File: src/hdl/rsp_pkg.sv
`default_nettype none

package rsp_pkg;

  localparam int unsigned BYTE_W = 8;
  localparam int unsigned CFG_W = 6;
  localparam int unsigned RESET_LEN = 10;

  // low byte of the field polynomial 0x11d
  localparam logic [BYTE_W-1:0] POLY_LOW = 8'h1d;

  // cell operations
  localparam logic [1:0] OP_HOLD  = 2'd0;
  localparam logic [1:0] OP_INIT  = 2'd1;
  localparam logic [1:0] OP_GEN   = 2'd2;
  localparam logic [1:0] OP_SHIFT = 2'd3;

  typedef struct packed {
    logic [1:0]        op;
    logic [BYTE_W-1:0] fb;
    logic [BYTE_W-1:0] root;
  } ctrl_t;

  function automatic logic [BYTE_W-1:0] gf_xtime(input logic [BYTE_W-1:0] a);
    gf_xtime = {a[BYTE_W-2:0], 1'b0} ^ (a[BYTE_W-1] ? POLY_LOW : '0);
  endfunction

  function automatic logic [BYTE_W-1:0] gf_mul(input logic [BYTE_W-1:0] a,
                                               input logic [BYTE_W-1:0] b);
    logic [BYTE_W-1:0] acc;
    acc = '0;
    for (int k = BYTE_W - 1; k >= 0; k--) begin
      acc = gf_xtime(acc);
      if (b[k]) begin
        acc = acc ^ a;
      end
    end
    gf_mul = acc;
  endfunction

endpackage

`default_nettype wire

File: src/hdl/rsp_cell.sv
`default_nettype none

module rsp_cell (
  input  wire logic                       clk,
  input  wire rsp_pkg::ctrl_t             ctrl,
  input  wire logic                       tail,
  input  wire logic [rsp_pkg::BYTE_W-1:0] rem_in,
  input  wire logic [rsp_pkg::BYTE_W-1:0] g_in,
  output logic      [rsp_pkg::BYTE_W-1:0] rem_q,
  output logic      [rsp_pkg::BYTE_W-1:0] g_q
);

  logic [rsp_pkg::BYTE_W-1:0] rem_r;
  logic [rsp_pkg::BYTE_W-1:0] rem_nxt;
  logic [rsp_pkg::BYTE_W-1:0] g_r;
  logic [rsp_pkg::BYTE_W-1:0] g_nxt;
  logic [rsp_pkg::BYTE_W-1:0] rem_nb;
  logic [rsp_pkg::BYTE_W-1:0] g_nb;
  logic [rsp_pkg::BYTE_W-1:0] mul_b;
  logic [rsp_pkg::BYTE_W-1:0] prod;

  // the tail cell sees zero from beyond the active chain
  assign rem_nb = tail ? '0 : rem_in;
  assign g_nb   = tail ? '0 : g_in;

  // one multiplier, shared between generator setup and byte absorption
  assign mul_b = (ctrl.op == rsp_pkg::OP_GEN) ? ctrl.root : ctrl.fb;
  assign prod  = rsp_pkg::gf_mul(g_r, mul_b);

  always_comb begin
    rem_nxt = rem_r;
    g_nxt   = g_r;
    unique case (ctrl.op)
      rsp_pkg::OP_HOLD: begin
      end
      rsp_pkg::OP_INIT: begin
        rem_nxt = '0;
        g_nxt   = tail ? rsp_pkg::BYTE_W'(1) : '0;
      end
      rsp_pkg::OP_GEN: begin
        g_nxt = prod ^ g_nb;
      end
      rsp_pkg::OP_SHIFT: begin
        rem_nxt = rem_nb ^ prod;
      end
    endcase
  end

  always_ff @(posedge clk) begin
    rem_r <= rem_nxt;
    g_r   <= g_nxt;
  end

  assign rem_q = rem_r;
  assign g_q   = g_r;

endmodule

`default_nettype wire

File: src/hdl/reed_solomon_parity_encoder.sv
// a data byte is absorbed whenever in_valid is high and in_stall is low; the first parity byte is shown the cycle
// after the byte marked block end, then one parity byte per cycle while out_stall is low
// input is stalled until the last parity byte is taken, since the single remainder chain shifts them out
// reset and every parity_length write start a setup pass that builds the generator in the cells
// and clears the remainder; input is stalled during it
// reset (rst_n low, synchronous) sets parity length 10, or MAX_PARITY if that is smaller
`default_nettype none

module reed_solomon_parity_encoder #(
  parameter int unsigned MAX_PARITY = 32
) (
  input  wire logic                       clk,
  input  wire logic                       rst_n,
  input  wire logic                       cfg_wr_en,
  input  wire logic [rsp_pkg::CFG_W-1:0]  cfg_parity_length,
  input  wire logic                       in_valid,
  output logic                            in_stall,
  input  wire logic [rsp_pkg::BYTE_W-1:0] in_data_byte,
  input  wire logic                       in_block_end,
  output logic                            out_valid,
  input  wire logic                       out_stall,
  output logic      [rsp_pkg::BYTE_W-1:0] out_parity_byte,
  output logic                            out_parity_last
);

  localparam int unsigned LW = $clog2(MAX_PARITY + 1);
  localparam int unsigned CW = (LW > rsp_pkg::CFG_W) ? LW : rsp_pkg::CFG_W;
  localparam int unsigned RST_LEN =
    (MAX_PARITY < rsp_pkg::RESET_LEN) ? MAX_PARITY : rsp_pkg::RESET_LEN;

  localparam logic [1:0] ST_INIT = 2'd0;
  localparam logic [1:0] ST_GEN  = 2'd1;
  localparam logic [1:0] ST_RUN  = 2'd2;
  localparam logic [1:0] ST_EMIT = 2'd3;

  logic [1:0]                  state_r;
  logic [1:0]                  state_nxt;
  logic [LW-1:0]               len_r;
  logic [LW-1:0]               len_nxt;
  logic [LW-1:0]               cnt_r;
  logic [LW-1:0]               cnt_nxt;
  logic [rsp_pkg::BYTE_W-1:0]  root_r;
  logic [rsp_pkg::BYTE_W-1:0]  root_nxt;
  logic [CW-1:0]               cfg_ext;
  logic [LW-1:0]               cfg_len;
  logic [LW-1:0]               last_idx;
  logic                        cnt_done;
  logic                        in_xfer;
  rsp_pkg::ctrl_t              ctrl;

  logic [rsp_pkg::BYTE_W-1:0]  rem_q [MAX_PARITY];
  logic [rsp_pkg::BYTE_W-1:0]  g_q   [MAX_PARITY];

  // clamp the written length into 1..MAX_PARITY
  always_comb begin
    cfg_ext = CW'(cfg_parity_length);
    priority if (cfg_ext == '0) begin
      cfg_len = LW'(1);
    end else if (cfg_ext > CW'(MAX_PARITY)) begin
      cfg_len = LW'(MAX_PARITY);
    end else begin
      cfg_len = LW'(cfg_ext);
    end
  end

  assign last_idx = len_r - LW'(1);
  assign cnt_done = (cnt_r == last_idx);

  assign in_stall        = (state_r != ST_RUN) || cfg_wr_en;
  assign in_xfer         = in_valid && !in_stall;
  assign out_valid       = (state_r == ST_EMIT);
  assign out_parity_byte = rem_q[0];
  assign out_parity_last = cnt_done;

  always_comb begin
    state_nxt = state_r;
    len_nxt   = len_r;
    cnt_nxt   = cnt_r;
    root_nxt  = root_r;
    ctrl.op   = rsp_pkg::OP_HOLD;
    ctrl.fb   = '0;
    ctrl.root = root_r;
    unique case (state_r)
      ST_INIT: begin
        ctrl.op   = rsp_pkg::OP_INIT;
        cnt_nxt   = '0;
        root_nxt  = rsp_pkg::BYTE_W'(1);
        state_nxt = ST_GEN;
      end
      ST_GEN: begin
        // one generator factor (x + root) per cycle
        ctrl.op  = rsp_pkg::OP_GEN;
        root_nxt = rsp_pkg::gf_xtime(root_r);
        cnt_nxt  = cnt_r + LW'(1);
        if (cnt_done) begin
          cnt_nxt   = '0;
          state_nxt = ST_RUN;
        end
      end
      ST_RUN: begin
        if (in_xfer) begin
          ctrl.op = rsp_pkg::OP_SHIFT;
          ctrl.fb = in_data_byte ^ rem_q[0];
          if (in_block_end) begin
            cnt_nxt   = '0;
            state_nxt = ST_EMIT;
          end
        end
      end
      ST_EMIT: begin
        // zero feedback turns the chain into a plain shift that drains to zero
        if (!out_stall) begin
          ctrl.op = rsp_pkg::OP_SHIFT;
          cnt_nxt = cnt_r + LW'(1);
          if (cnt_done) begin
            cnt_nxt   = '0;
            state_nxt = ST_RUN;
          end
        end
      end
    endcase
    if (cfg_wr_en) begin
      len_nxt   = cfg_len;
      state_nxt = ST_INIT;
    end
  end

  always_ff @(posedge clk) begin
    if (!rst_n) begin
      state_r <= ST_INIT;
      len_r   <= LW'(RST_LEN);
      cnt_r   <= '0;
    end else begin
      state_r <= state_nxt;
      len_r   <= len_nxt;
      cnt_r   <= cnt_nxt;
    end
  end

  always_ff @(posedge clk) begin
    root_r <= root_nxt;
  end

  for (genvar i = 0; i < MAX_PARITY; i++) begin : g_cell
    logic [rsp_pkg::BYTE_W-1:0] rem_in;
    logic [rsp_pkg::BYTE_W-1:0] g_in;
    logic                       tail;

    if (i < MAX_PARITY - 1) begin : g_link
      assign rem_in = rem_q[i+1];
      assign g_in   = g_q[i+1];
    end else begin : g_end
      assign rem_in = '0;
      assign g_in   = '0;
    end

    assign tail = (LW'(i) == last_idx);

    rsp_cell u_cell (
      .clk    (clk),
      .ctrl   (ctrl),
      .tail   (tail),
      .rem_in (rem_in),
      .g_in   (g_in),
      .rem_q  (rem_q[i]),
      .g_q    (g_q[i])
    );
  end

endmodule

`default_nettype wire

File: config.mk
export PLATFORM = sky130hd
export DESIGN_NAME = reed_solomon_parity_encoder
export DESIGN_NICKNAME = d
export VERILOG_FILES = /design/src/hdl/rsp_pkg.sv /design/src/hdl/rsp_cell.sv /design/src/hdl/reed_solomon_parity_encoder.sv
export SDC_FILE = /design/constraint.sdc
export NUM_CORES = 2
export LEC_CHECK = 0
export BUFFER_PORTS_ARGS = -buffer_cell sky130_fd_sc_hd__buf_2
export CAP_MARGIN = 20
export CORE_MARGIN = 5
export CORE_UTILIZATION = 61
export DETAILED_ROUTE_END_ITERATION = 12
export PLACE_DENSITY = 0.8
export SETUP_SLACK_MARGIN = 0.4
export SYNTH_ARGS = -nofsm -noshare
export SYNTH_HDL_FRONTEND = slang
export SYNTH_SLANG_ARGS = --single-unit
File: constraint.sdc
create_clock -name clk -period 8.6 [get_ports clk]
set_input_delay 0.43 -clock clk [delete_from_list [all_inputs] [get_ports clk]]
set_output_delay 0.43 -clock clk [all_outputs]
set_load 0.05 [all_outputs]
Yosys cells after proc, flatten, opt, wreduce, memory -nomap -nowiden
Cells that the tools add are included.
{"block": "op_classes", "n_reduce_logical": 11, "add_sub_neg": 2, "bitwise": 513, "n_eq_ne": 42, "mux": 657, "order_cmp": 1}
{"op": "$xor A8 B8 Y8", "n": 511}
{"op": "$mux W8", "n": 320}
{"op": "$mux W5", "n": 225}
{"op": "$pmux W8 S2", "n": 65}
{"op": "$eq A5 B6 Y1 const A", "n": 16}
{"op": "$eq A4 B6 Y1 const A", "n": 8}
{"op": "$mux W6", "n": 6}
{"op": "$mux W1", "n": 32}
{"op": "$eq A3 B6 Y1 const A", "n": 4}
{"op": "$pmux W6 S4", "n": 1}
{"op": "$pmux W2 S4", "n": 2}
{"op": "$eq A2 B6 Y1 const A", "n": 2}
{"op": "$logic_not A6 Y1", "n": 2}
{"op": "$mux W10", "n": 1}
{"op": "$mux W2", "n": 5}
{"op": "$eq A2 B2 Y1 const B", "n": 4}
{"op": "$ne A2 B2 Y1 const B", "n": 4}
{"op": "$xor A8 B5 Y8", "n": 1}
{"op": "$add A6 B1 Y6 const B", "n": 1}
{"op": "$eq A1 B6 Y1 const A", "n": 1}
{"op": "$eq A6 B6 Y1", "n": 1}
{"op": "$gt A6 B6 Y1 const B", "n": 1}
{"op": "$reduce_bool A2 Y1", "n": 3}
{"op": "$sub A6 B1 Y6 const B", "n": 1}
{"op": "other kinds (8)", "n": 9}
{"block": "totals", "elab_cells": 1294, "output_inout_bits": 11, "input_bits": 20, "reg_bits": 534}

Logic depth before layout (Yosys ltp)
{"block": "logic_depth", "word_depth": 39, "ltp_mapped": 17, "ltp_nobuf": 11}

By module
From an unflattened synthesis, not the netlist that was laid out.
{"block": "unflattened", "hier_cells": 7474, "hier_area_um2": 68714.7}
{"mod": "rsp_cell", "area_per_inst_um2": 2095.8, "seq_area_each_um2": 480.5, "cells_per_inst": 227, "instances": 32}
{"mod": "reed_solomon_parity_encoder", "area_per_inst_um2": 1650.3, "seq_area_each_um2": 520.5, "cells_per_inst": 210, "instances": 1}

Worst setup path before layout
No wires, ideal clock.
{"block": "synth_path", "kind": "register -> register", "start": "register state_r[1]", "end": "register g_cell[0].u_cell.rem_r, in the netlist g_cell[0].u_cell.rem_q[0] (enable)", "path_slack_ns": 1.384, "arrival_ns": 6.575, "path_stages_with_launch": 4, "required_ns": 7.959, "period_less_slack_ns": 7.216, "setup_time_ns": 0.641, "path_buffers": 0, "cell_sequence": "dfxtp_1 -> inv_1 -> o21ai_0 -> o21a_1"}
{"block": "synth_via", "elab_chain_cells": 8, "word_cells_on_any_way": 13, "classes_between": "eq/ne: 6; mux: 2; reduce/logical: 5"}
{"item": "start: declaration", "line": "reed_solomon_parity_encoder.sv:36", "source": "logic [1:0] state_r;"}
{"item": "start signal: assignment", "line": "reed_solomon_parity_encoder.sv:134", "source": "state_r <= state_nxt;"}
{"item": "$ne A2 B2 Y1", "line": "reed_solomon_parity_encoder.sv:69", "source": "assign in_stall = (state_r != ST_RUN) || cfg_wr_en;"}
{"item": "$logic_or A1 B1 Y1", "line": "reed_solomon_parity_encoder.sv:69"}
{"item": "$logic_not A1 Y1", "line": "reed_solomon_parity_encoder.sv:70", "source": "assign in_xfer = in_valid && !in_stall;"}
{"item": "$logic_and A1 B1 Y1", "line": "reed_solomon_parity_encoder.sv:70"}
{"item": "$mux W10", "line": "reed_solomon_parity_encoder.sv:101", "source": "if (in_xfer) begin"}
{"item": "$pmux W2 S4 (*)", "line": "reed_solomon_parity_encoder.sv:83", "source": "unique case (state_r)"}
{"item": "$eq A2 B2 Y1 or $eq A2 B1 Y1 (tied branches)", "line": "rsp_cell.sv:33", "source": "unique case (ctrl.op)"}
{"item": "$reduce_bool A2 Y1 (no line) (*)"}
{"item": "end signal: assignment", "line": "rsp_cell.sv:50", "source": "rem_r <= rem_nxt;"}
{"item": "end: declaration", "line": "rsp_cell.sv:13", "source": "logic [rsp_pkg::BYTE_W-1:0] rem_r;"}
Every way passes the cells marked *; elsewhere a longest branch is shown, timed or not.
A chain may end at the register's enable or synchronous reset.

Worst setup path in the final report
{"block": "layout_path", "start": "register state_r[0]", "end": "register g_cell[4].u_cell.g_r, in the netlist g_cell[4].u_cell.g_q[3], data pin"}
{"block": "layout_via", "elab_chain_cells": 34, "word_cells_on_any_way": 44, "classes_between": "eq/ne: 6; mux: 19; bitwise: 15; reduce/logical: 4"}
{"item": "$ne A2 B2 Y1", "line": "reed_solomon_parity_encoder.sv:69"}
{"item": "$logic_or A1 B1 Y1", "line": "reed_solomon_parity_encoder.sv:69"}
{"item": "$logic_not A1 Y1", "line": "reed_solomon_parity_encoder.sv:70"}
{"item": "$logic_and A1 B1 Y1", "line": "reed_solomon_parity_encoder.sv:70"}
{"item": "$mux W10", "line": "reed_solomon_parity_encoder.sv:101"}
{"item": "$pmux W2 S4", "line": "reed_solomon_parity_encoder.sv:83"}
{"item": "$eq A2 B2 Y1", "line": "rsp_cell.sv:27, rsp_cell.sv:33"}
{"item": "$mux W8", "line": "rsp_cell.sv:27", "source": "assign mul_b = (ctrl.op == rsp_pkg::OP_GEN) ? ctrl.root : ctrl.fb;"}
{"item": "[18 not listed]"}
{"item": "$xor A8 B8 Y8 (on tied branches)", "line": "rsp_pkg.sv:25, rsp_pkg.sv:35"}
{"item": "$xor A8 B8 Y8 or $mux W8 (tied branches)", "line": "rsp_pkg.sv:35, rsp_pkg.sv:34"}
{"item": "$mux W8 or $mux W5 (tied branches)", "line": "rsp_pkg.sv:34, rsp_pkg.sv:25"}
{"item": "$xor A8 B8 Y8", "line": "rsp_pkg.sv:25", "source": "gf_xtime = {a[BYTE_W-2:0], 1'b0} ^ (a[BYTE_W-1] ? POLY_LOW : '0);"}
{"item": "$xor A8 B8 Y8", "line": "rsp_pkg.sv:35", "source": "acc = acc ^ a;"}
{"item": "$mux W8", "line": "rsp_pkg.sv:34", "source": "if (b[k]) begin"}
{"item": "$xor A8 B8 Y8", "line": "rsp_cell.sv:41", "source": "g_nxt = prod ^ g_nb;"}
{"item": "$pmux W8 S2 (*)", "line": "rsp_cell.sv:33"}
{"item": "end signal: assignment", "line": "rsp_cell.sv:51", "source": "g_r <= g_nxt;"}
{"item": "end: declaration", "line": "rsp_cell.sv:15", "source": "logic [rsp_pkg::BYTE_W-1:0] g_r;"}
Marks and branches as above.

==> flow_summary.json <==
{
  "max_stage_delay_ps": 660,
  "power.share.clock_pct": 28.6,
  "hpwl_mm": 106,
  "ant_nets": 0,
  "yosys.cell_types.count": 63,
  "synth_top_family_by_area": "XOR/XNOR gates",
  "drt_first_pass_iters": 8,
  "fp-row-count": 116,
  "crit_top_cell": "buf_4",
  "synthCells": 7226,
  "p_leak_uw": 0.0239,
  "setup_tns_ps": 0,
  "cts_hold_buf": 0,
  "maxSlewHeadroom_pct": 21.4,
  "async_flop_share_pct": 0,
  "die_w_um": 326,
  "cts_resized": 0,
  "p_int_uw": 6420,
  "io_pins": 31,
  "maxCapViolCount": 0,
  "combPwrFrac_pct": 29.1,
  "routed_wl_mm": 173,
  "synth_compound_area_share_pct": 4.33,
  "viasPerCell": 6.10,
  "core_um2": 99700,
  "ys_seq_area_share_pct": 26.1,
  "arrival_ps": 6010,
  "final_nets": 6768,
  "clk_pin_slew_ps": 60,
  "postCtsSetupBuffers": 0,
  "portBuffers": 30,
  "initial_core_util_pct": 61.2,
  "synthSimpleGateAreaFrac_pct": 21.2,
  "grt_overflow": 0,
  "area_delta_synth_final_pct": 2.70,
  "synth-seq-cells": 534,
  "final.setup_skew_ps": 40.2,
  "fillers": 7804,
  "synth_common_cells": "2414 x nand2_1, 1354 x xnor2_1, 537 x xor2_1",
  "die_area_um2": 106000,
  "synth_top_area_share_pct": 25.6,
  "period_minus_slack_ps": 5650,
  "power_density_nw_per_um2": 162,
  "synth_top_area_cell": "edfxtp_1",
  "synth_xor_area_share_pct": 41.2,
  "drc": 0,
  "critPathSlowestCell": "buf_4",
  "timing.hold.ws_ps": 57.8,
  "rsz0062_at_grt": "false",
  "place_congestion": 0.890,
  "ys_top_cells_by_area": "edfxtp_1 26%, xnor2_1 19%, nand2_1 15%",
  "setup_viol": 0,
  "synth-adder-area-share_pct": 0.123,
  "die_h_um": 326,
  "antenna_found_initial": 5,
  "clkLatencyLatePin_ps": 650,
  "start_kind": "flip-flop",
  "avgSynthCellArea_um2": 8.44,
  "hold_viol": 0,
  "drive_above_1_share_pct": 4.73,
  "finalMaxSlewViolations": 0,
  "cts_tree": "built",
  "grt_max_degree": 193,
  "vdd_drop_max_uv": 161,
  "crit_chain": "nor2b_4, buf_4, a22o_4, buf_4, nand2_1, o221ai_1, a21oi_1, xor3_1, xnor3_1, xor2_1, nor2_1",
  "power.switching_uw": 3700,
  "synth.most_common_cell": "nand2_1",
  "synth.area.mux_share_pct": 1.85,
  "status": "finished, final reports clean",
  "end_kind": "flip-flop",
  "cts.root.buffer_cell": "clkbuf_16",
  "yosys_warnings": 0,
  "worst_pin_slew_ps": 1180,
  "seqPwrFrac_pct": 42.3,
  "grt_pass1_wl_mm": 270,
  "crit_buf_inv": 2,
  "cp_top_family": "simple AND/OR/NAND/NOR gates",
  "drtIter0Drc": 6588,
  "synth_edf_count": 520,
  "min_path_type": "in -> reg",
  "grt_pass1_vias": 48300,
  "synth_fp_nets": 7252,
  "power_uw": 10100,
  "cts_num_sinks": 534,
  "htree_levels": 3,
  "avgRoutedWirePerCell_um": 21.4,
  "cts_inserted_buffers": 66,
  "crit_fanout": 44,
  "cp.required_ps": 8960,
  "switching_share_pct": 36.5,
  "fmax_ghz": 0.177,
  "utilization_pct": 62.8,
  "grt_use_total_pct": 31.4,
  "clock_path_buffers": 3,
  "min_period_over_period_pct": 65.7,
  "vias": 49300,
  "synthesis.area_um2": 61000,
  "path_class": "reg -> reg",
  "ys.flop_type": "edfxtp_1"
}
-- state kept, by name, indices dropped and copies added (netlist names) --
signal	count
g_cell.u_cell.rem_q	256
state_r	2
g_cell.u_cell.g_q	256
root_r	8
cnt_r	6
len_r	6
-- kinds of logic (layout without fill, tap and decap cells) --
family	count (synthesis)	in the layout
other	0	2
adder cells (fa/ha/maj)	6	6
flip-flops	534	534
XOR/XNOR	2298	2298
AND/OR/NAND/NOR	3153	3153
buffers and inverters	683	246
multiplexers	113	113
AO/OA/AOI/OAI	439	439
-- power by group through the flow --
stage / combinational [µW] / sequential (µW) / clock [µW]
after floorplan: 2820 / 3590 / 0
after global placement: 2810 / 4270 / 0
after detailed placement: 2890 / 4280 / 0
after CTS: 2910 / 4240 / 2900
after global routing: 3150 / 4320 / 3010
final: 2940 / 4280 / 2900
-- per-layer routing --
| layer | GRT usage (%) | share of wire, % | up-vias |
|---|---|---|---|
| met3 | 6.46 | 12 | 651 |
| met1 | 41.0 | 37 | 23500 |
| met4 | 14.6 | 5.0 | 2 |
| li1 | - | - | 22000 |
| met5 | 0 | 0.0075 | - |
| met2 | 50.6 | 46 | 3178 |
-- cells in the final DEF, fill, tap and decap left out, types with 7 or more instances in the layout --
| cell | Yosys | routed |
|---|---|---|
| a21oi_1 | 106 | 106 |
| a22o_4 | 2 | 7 |
| a22oi_1 | 93 | 89 |
| a32oi_1 | 7 | 7 |
| and2_1 | 140 | 140 |
| and3_1 | 12 | 12 |
| and3b_1 | 56 | 56 |
| buf_12 | 0 | 12 |
| buf_2 | 131 | 30 |
| buf_4 | 41 | 49 |
| clkbuf_1 | 350 | 16 |
| clkbuf_16 | 0 | 70 |
| clkinv_2 | 0 | 9 |
| dfxtp_1 | 14 | 14 |
| edfxtp_1 | 520 | 520 |
| inv_1 | 39 | 39 |
| mux2i_1 | 113 | 113 |
| nand2_1 | 2414 | 2411 |
| nand3_1 | 206 | 206 |
| nand4_1 | 10 | 10 |
| nor2_1 | 264 | 264 |
| nor2b_1 | 15 | 14 |
| nor3_1 | 12 | 12 |
| o211ai_1 | 10 | 10 |
| o21ai_0 | 182 | 182 |
| o221ai_1 | 8 | 8 |
| xnor2_1 | 1354 | 1354 |
| xnor2_2 | 87 | 86 |
| xnor3_1 | 289 | 289 |
| xor2_1 | 537 | 537 |
| xor2_2 | 9 | 9 |
| xor3_1 | 14 | 14 |
-- layout make-up --
cell class	instances	area, µm²	area share [%]
Antenna cell	2	5.00	0.00799
Sequential cell	534	15900	25.4
Inverter	39	146	0.234
Timing Repair Buffer	92	773	1.23
Clock inverter	24	278	0.443
Multi-Input combinational cell	6009	42100	67.1
Tap cell	1298	1620	2.59
Clock buffer	91	1880	3.00
-- metrics by stage --
| step | area (µm²) | std cells | worst slack, ps |
|---|---|---|---|
| after floorplan | 61000 | 7226 | 1380 |
| after global placement | 60500 | 7971 | 3270 |
| after detailed placement | 60500 | 7971 | 3140 |
| after CTS | 62600 | 8086 | 3090 |
| after global routing | 62700 | 8088 | 2710 |
| final | 62700 | 8089 | 2950 |
-- final timing paths --
path	slack, ps	to	cells past startpoint	startpoint
worst max-delay path	2950	g_cell[4].u_cell.g_q[3]$_SDFFCE_PP0P_	11	state_r[0]$_SDFFE_PP0P_
worst min-delay path	60	len_r[3]$_SDFFE_PN1P_	2	rst_n
worst max register to register	2950	g_cell[4].u_cell.g_q[3]$_SDFFCE_PP0P_	11	state_r[0]$_SDFFE_PP0P_
worst min register to register	550	len_r[5]$_SDFFE_PN0P_	2	len_r[5]$_SDFFE_PN0P_
Power figures use the tool's default switching activity.
